==> src/hdl/bc_pkg.sv <==
`default_nettype none

package bc_pkg;

  localparam int MAX_NODES_DEF     = 64;
  localparam int FRACTION_BITS_DEF = 24;

  localparam int IDX_W   = 6;
  localparam int ROW_W   = 64;
  localparam int CFG_W   = 7;
  localparam int SCORE_W = 32;
  localparam int DIST_W  = 7;
  localparam int PATH_W  = 64;
  localparam int DEP_W   = 48;
  localparam int SCALE_W = 49;
  localparam int QUO_W   = 64;
  localparam int PROD_W  = SCALE_W + PATH_W;

  localparam int MIN_NODES      = 3;
  localparam int NODE_COUNT_RST = 64;

  localparam logic [DEP_W-1:0] DEP_MAX = '1;

  // request and response of the shared multiply-divide unit
  typedef struct packed {
    logic               start;
    logic [SCALE_W-1:0] a;
    logic [PATH_W-1:0]  b;
    logic [PATH_W-1:0]  d;
  } md_req_t;

  typedef struct packed {
    logic             done;
    logic [QUO_W-1:0] q;
  } md_rsp_t;

  function automatic logic [DEP_W-1:0] sat_add_dep(logic [DEP_W-1:0] x, logic [QUO_W-1:0] y);
    logic [QUO_W:0] s;
    s = (QUO_W+1)'(x) + (QUO_W+1)'(y);
    return (s > (QUO_W+1)'(DEP_MAX)) ? DEP_MAX : s[DEP_W-1:0];
  endfunction

  function automatic logic [PATH_W-1:0] sat_add_path(logic [PATH_W-1:0] x,
                                                     logic [PATH_W-1:0] y);
    logic [PATH_W:0] s;
    s = {1'b0, x} + {1'b0, y};
    return s[PATH_W] ? '1 : s[PATH_W-1:0];
  endfunction

endpackage

`default_nettype wire

==> src/hdl/bc_muldiv.sv <==
`default_nettype none

module bc_muldiv import bc_pkg::*; (
  input  logic    clk_i,
  input  logic    rst_ni,
  input  md_req_t req_i,
  output md_rsp_t rsp_o
);

  localparam int MUL_STEPS = 4;
  localparam int STEPS     = MUL_STEPS + PROD_W;
  localparam int SW        = $clog2(STEPS + 1);

  logic              busy_q, done_q;
  logic [SW-1:0]     step_q;
  logic [SCALE_W-1:0] a_q;
  logic [PATH_W-1:0] b_q, d_q, rem_q;
  logic [PROD_W-1:0] prod_q, pp_sh;
  logic [QUO_W-1:0]  quo_q;
  logic [31:0]       a_part, b_part;
  logic [63:0]       pp;
  logic [PATH_W:0]   t, diff;
  logic              ge, mul_phase;

  assign mul_phase = step_q < SW'(MUL_STEPS);

  // one 32x32 partial product per step
  always_comb begin
    a_part = step_q[0] ? 32'(a_q[SCALE_W-1:32]) : a_q[31:0];
    b_part = step_q[1] ? b_q[63:32] : b_q[31:0];
    pp     = a_part * b_part;
    case (step_q[1:0])
      2'd0:    pp_sh = PROD_W'(pp);
      2'd3:    pp_sh = PROD_W'(pp) << 64;
      default: pp_sh = PROD_W'(pp) << 32;
    endcase
  end

  // restoring division, one quotient bit per step
  assign t    = {rem_q, prod_q[PROD_W-1]};
  assign ge   = t >= {1'b0, d_q};
  assign diff = t - {1'b0, d_q};

  always_ff @(posedge clk_i or negedge rst_ni) begin
    if (!rst_ni) begin
      busy_q <= 1'b0;
      done_q <= 1'b0;
      step_q <= '0;
    end else begin
      done_q <= 1'b0;
      if (req_i.start) begin
        busy_q <= 1'b1;
        step_q <= '0;
      end else if (busy_q) begin
        step_q <= step_q + SW'(1);
        if (step_q == SW'(STEPS - 1)) begin
          busy_q <= 1'b0;
          done_q <= 1'b1;
        end
      end
    end
  end

  always_ff @(posedge clk_i) begin
    if (req_i.start) begin
      a_q    <= req_i.a;
      b_q    <= req_i.b;
      d_q    <= req_i.d;
      prod_q <= '0;
      rem_q  <= '0;
      quo_q  <= '0;
    end else if (busy_q) begin
      if (mul_phase) begin
        prod_q <= prod_q + pp_sh;
      end else begin
        prod_q <= prod_q << 1;
        rem_q  <= ge ? diff[PATH_W-1:0] : t[PATH_W-1:0];
        quo_q  <= {quo_q[QUO_W-2:0], ge};
      end
    end
  end

  assign rsp_o.done = done_q;
  assign rsp_o.q    = quo_q;

endmodule

`default_nettype wire

==> config.mk <==
export PLATFORM = sky130hd
export DESIGN_NAME = bc_muldiv
export DESIGN_NICKNAME = d
export VERILOG_FILES = /design/src/hdl/bc_pkg.sv /design/src/hdl/bc_muldiv.sv
export SDC_FILE = /design/constraint.sdc
export NUM_CORES = 2
export LEC_CHECK = 0
export ABC_AREA = 1
export BUFFER_PORTS_ARGS = -buffer_cell sky130_fd_sc_hd__buf_2
export CORE_UTILIZATION = 50
export DETAILED_ROUTE_END_ITERATION = 10
export PLACE_DENSITY = 0.67
export SLEW_MARGIN = 40
export SYNTH_ARGS = -nofsm -noshare
export SYNTH_HDL_FRONTEND = slang
export SYNTH_SLANG_ARGS = --single-unit
==> constraint.sdc <==
create_clock -name clk_i -period 11.2 [get_ports clk_i]
set_clock_uncertainty 0.15 [all_clocks]
set_input_delay 3.36 -clock clk_i [delete_from_list [all_inputs] [get_ports clk_i]]
set_output_delay 3.36 -clock clk_i [all_outputs]
set_load 0.005 [all_outputs]
Word-level counts from Yosys, hierarchy flattened
Cells that the tools add are included.

Add/subtract/negate cells: 3. Multiply operators: 1. Order comparisons: 2. Equality and inequality tests: 2. Muxes and demuxes: 13. Bitwise operators: 1. Reductions and logical operators: 3.

Operator list (number): 113-bit one-hot mux with 2 select lines (1); 113-bit adder (1); 113-bit two-way mux (1); 65-bit by 64-bit >= comparator with 1-bit output (1); 32-bit by 32-bit multiplier with 64-bit output (1); 32-bit two-way mux (2); 64-bit two-way mux (1); 64-bit subtractor (1); 7-bit two-way mux (2); 7-bit by 1-bit adder with 7-bit output, second input constant (1); 7-bit equality test, second input constant (1); 7-bit by 3-bit < comparator with 1-bit output, second input constant (1); 1-bit two-way mux (6); 2-bit equality test, second input constant (1); 2-bit zero test (1); 2-bit AND reduction (1); 2-bit nonzero test (1); 1-bit NOT (1).

Bits in registers: 427. Input port bits: 180. Output and inout port bits: 65. Logic and storage cells: 34.

Logic depth before layout (Yosys ltp)
Depth in word-level cells: 5. Gate-level depth with buffers: 53. Mapped depth without buffers: 50.

Worst setup path before layout
No wires, ideal clock.

Path kind: register to register. Start point: register step_q[0]. End point: register prod_q[85]. Setup time: 117 ps. Arrival: 8879 ps. Required time: 10933 ps. Setup slack: 2055 ps. Stages on the path, launching flop included: 47. Buffers on the path: 3. Clock period less this slack: 9145 ps. Cells stage by stage: dfrtp_1 buf_2 inv_1 clkbuf_1 nand2_1 inv_1 clkbuf_1 nand2_1 fa_1 inv_1 fa_1 fa_1 inv_1 fa_1 inv_1 fa_1 fa_1 fa_1 [11 not listed] or2_1 nand3_1 o21ai_0 ha_1 nand2_1 nor2_1 inv_1 nor2_1 inv_1 nor2_1 nand2_1 clkinv_1 nand3_1 or2_1 nand3_1 nor2_1 o21bai_1 nand2_1.

Cells in the longest elaborated chain, start to end: 5. Elaborated cells between the ends (all ways): 8. Those cells by class: 1 x add/sub; 1 x mul; 1 x order compare; 1 x eq/ne; 3 x mux; 1 x reduce/logical.

Ends and longest elaborated chain: start: declaration (RTL line bc_muldiv.sv:15) `logic [SW-1:0] step_q;`; start signal: assignment (RTL line bc_muldiv.sv:55) `step_q <= step_q + SW'(1);`; 32-bit two-way mux (RTL line bc_muldiv.sv:29) `a_part = step_q[0] ? 32'(a_q[SCALE_W-1:32]) : a_q[31:0];`; 32-bit by 32-bit multiplier with 64-bit output (RTL line bc_muldiv.sv:31) `pp = a_part * b_part;`; 113-bit one-hot mux with 2 select lines (RTL line bc_muldiv.sv:32) `case (step_q[1:0])`; 113-bit adder (RTL line bc_muldiv.sv:74) `prod_q <= prod_q + pp_sh;`; 113-bit two-way mux * (RTL line bc_muldiv.sv:73) `if (mul_phase) begin`; end signal: assignment (RTL line bc_muldiv.sv:74); end signal: assignment (RTL line bc_muldiv.sv:76) `prod_q <= prod_q << 1;`; end: declaration (RTL line bc_muldiv.sv:18) `logic [PROD_W-1:0] prod_q, pp_sh;`.

Every way passes the cells marked *; elsewhere a longest branch is shown, timed or not. A chain may end at the register's enable or synchronous reset.

Worst setup path after layout
Start point: register step_q[1]. End point: register prod_q[101].

Cells in the longest elaborated chain, start to end: 5. Elaborated cells between the ends (all ways): 8. Those cells by class: 1 x add/sub; 1 x mul; 1 x order compare; 1 x eq/ne; 3 x mux; 1 x reduce/logical.

Ends and longest elaborated chain: 32-bit two-way mux (RTL line bc_muldiv.sv:30) `b_part = step_q[1] ? b_q[63:32] : b_q[31:0];`; 32-bit by 32-bit multiplier with 64-bit output (RTL line bc_muldiv.sv:31); 113-bit one-hot mux with 2 select lines (RTL line bc_muldiv.sv:32); 113-bit adder (RTL line bc_muldiv.sv:74); 113-bit two-way mux * (RTL line bc_muldiv.sv:73).

Marked as above.

==> results.cfg <==
[placement]
gp_congestion = 1.05
placed_area_um2 = 72200
io_buffers = 244
placed_cells = 11300
dp_slack_ns = -0.0417
dp_hpwl_um = 235000

[cells_and_area]
drive_above_1_share_pct = 11.5
instances_no_fill = 11500
stdcell_area_um2 = 74500
finalNetCount = 11200
area_growth_pct = 13.7

[clock_network]
clockBufferDepth = 3
cts_buffers = 51
cts_root_buffer = clkbuf_16
cts_tree = yes
htree_levels = 2
cts_hold_buf = 0
clk_latency_ns = 0.68
clock_sinks = 427
path_clk_slew_ns = 0.07

[worst_hold_path]
holdCritStartpoint = prod_q[43]
holdCritPathClass = flop to flop
hold_depth = 2
hold_path_end = prod_q[43]

[floorplanning]
die_h_um = 364
core_um2 = 130000
io_pins = 245
die-area_um2 = 132000
die_x_um = 364
placementRows = 132
start_util_pct = 50.5

[worst_setup_path]
r2r_end = prod_q[101]
cp.required_ns = 11.60
cp-start-kind = flop
cp.arrival_ns = 11.32
cp_slowest_stage_delay_ns = 0.55
slowest_stage = fa_1
r2r_start = step_q[1]
critPathMaxFanout = 15
reg2reg_depth = 44
end_kind = flop
ff2ff_setup_slack_ns = 0.28
path_class = flop to flop

[grt]
grt_pass1_vias = 64500
grt_pass1_wl_um = 410000
globalRouteTotalUtil_pct = 42.2
grt_max_degree = 105
grt_overflow = 0
antenna_found_initial = 23

[synth]
syn-num-nets = 10600
syn-instance-count = 9114
seq_area_frac_synth_pct = 15.8
ys_types = 55
avgSynthCellArea_um2 = 7.19
synth_edf_count = 177
syn_area_um2 = 65500
synth-async-reset-ratio_pct = 2.11
yosysWarnings = 0
synth-seq-cells = 427
ys.flop_type = dfxtp_1

[detailed_routing]
viasPerCell = 5.70
drt-pass1-iter-count = 8
avgRoutedWirePerCell_um = 24.4
drtIter0Drc = 7693
vias = 65400
drc_errors = 0
drt-total-wl_um = 280000
drt.antenna.violating_nets = 0

[timing]
final.min_clock_period_ns = 10.92
worst_pin_slew_ns = 0.909
finalMaxSlewViolations = 0
holdWs_ns = 0.331
finalSetupViolations = 0
fmax_mhz = 91.6
relSlewSlack_pct = 39.3
rsz0062_at_grt = yes
hold_viol_final = 0
setup_ws_ns = 0.285
finalCritPeriodShare_pct = 97.5

[job]
cap_violations = 0

[run_status]
status = complete, no violations
-- cell usage in the layout (no fill, tap or decap), types with 11 or more instances in the layout --
cell / n
o22ai_1: 31
clkinv_1: 15
xnor2_1: 28
nor2_1: 1364
nor2_2: 22
ha_1: 449
a21o_1: 19
nand2_2: 18
buf_2: 243
xor2_1: 84
nand3_1: 400
fa_1: 896
a21oi_2: 16
nor3_1: 54
buf_4: 520
edfxtp_1: 177
o21bai_1: 43
o21ai_0: 443
nand3b_1: 17
a31oi_1: 14
buf_12: 26
dfxtp_1: 241
inv_1: 1724
clkinvlp_4: 21
nand4_1: 134
o21ai_1: 37
nand2_1: 1894
o21a_1: 40
or2_2: 56
diode_2: 16
clkbuf_16: 54
o211ai_1: 12
inv_2: 11
o21ai_2: 43
a21oi_1: 428
-- metrics by stage --
stage | util [%] | TNS (ns)
detailed placement | 55.6 | -0.0739
floorplan | - | 0
finish | 57.4 | 0
global route | 57.4 | -0.0274
global placement | 55.6 | -0.0336
CTS | 57.0 | 0
-- synth_stat cells, types with 19 or more instances --
cell      number  area (um2)
a21o_1        19         143
a21oi_1      440        2200
buf_1         23        86.3
clkbuf_1     237         890
clkinv_1      25        93.8
dfxtp_1      241        4820
edfxtp_1     177        5320
fa_1         898       18000
ha_1         451        5640
inv_1       1739        6530
nand2_1     1896        7120
nand3_1      402        2010
nand4_1      134         838
nor2_1      1378        5170
nor3_1        58         290
o21a_1        41         308
o21ai_0      476        2380
o21ai_1       40         200
o21bai_1      44         330
o22ai_1       31         194
or2_2         56         350
xnor2_1       33         289
xor2_1        86         753
-- worst max-delay path by stage --
stage	startpoint	end	slack [ns]	cells past startpoint
floorplan	step_q[0]	prod_q[85]	2.05	46
global placement	step_q[0]	prod_q[105]	-0.03	39
detailed placement	step_q[0]	prod_q[105]	-0.04	39
CTS	step_q[0]	prod_q[69]	0.01	40
global route	step_q[1]	prod_q[70]	-0.02	50
finish	step_q[1]	prod_q[101]	0.28	44
-- what timing repair did --
| action | 4_1_cts | 5_1_grt |
|---|---|---|
| pin swaps | 0 | 1 |
| buffers inserted | 0 | 15 |
| endpoints found under the setup margin | 2 | 76 |
| resized for setup | 3 | 86 |
-- worst max-delay path: cells and delay by family, from the launching register on --
family	cells	cell delay, ns
buf+inv	13	2.30
flops	1	0.42
simple gates	10	1.13
xor+xnor	1	0.18
fa+ha+maj	10	4.61
compound gates	10	1.99
-- layer usage --
layer	up-vias	global-route usage [%]	part of all wire, %
met2	3908	61.3	41
met1	31400	54.9	39
met3	792	14.1	13
li1	29200	-	-
met4	16	23.5	6.5
met5	-	2.58	0.15
-- final cells by class --
class / count / area (um2)
Clock inverter: 34 / 397
Sequential cell: 427 / 10400
Inverter: 1773 / 6740
Clock buffer: 62 / 1400
Timing Repair Buffer: 801 / 5790
Multi-Input combinational cell: 6617 / 47600
Antenna cell: 16 / 40.0
Tap cell: 1742 / 2180
Fill cell: 12400 / 55300
-- cells by family (layout without fill, tap and decap cells) --
family          after synthesis  in the layout  synth area share, %
xor+xnor                    119            119                 1.59
other cells                   0             16                    0
simple gates               4002           4002                 25.0
compound gates             1147           1147                 9.45
buf+inv                    2070           2670                 12.1
fa+ha+maj                  1349           1349                 36.1
flops                       427            427                 15.8
-- flip-flops by register name, summed over array words and instances, names as in the netlist --
signal and cells:
quo_q 64, a_q 49, b_q 64, d_q 64, busy_q 1, step_q 7, prod_q 113, done_q 1
rem_q 64
Power is left out: the tool's default activity adds up to more than one toggle a clock period on the data nets, which glitch-free logic cannot reach.
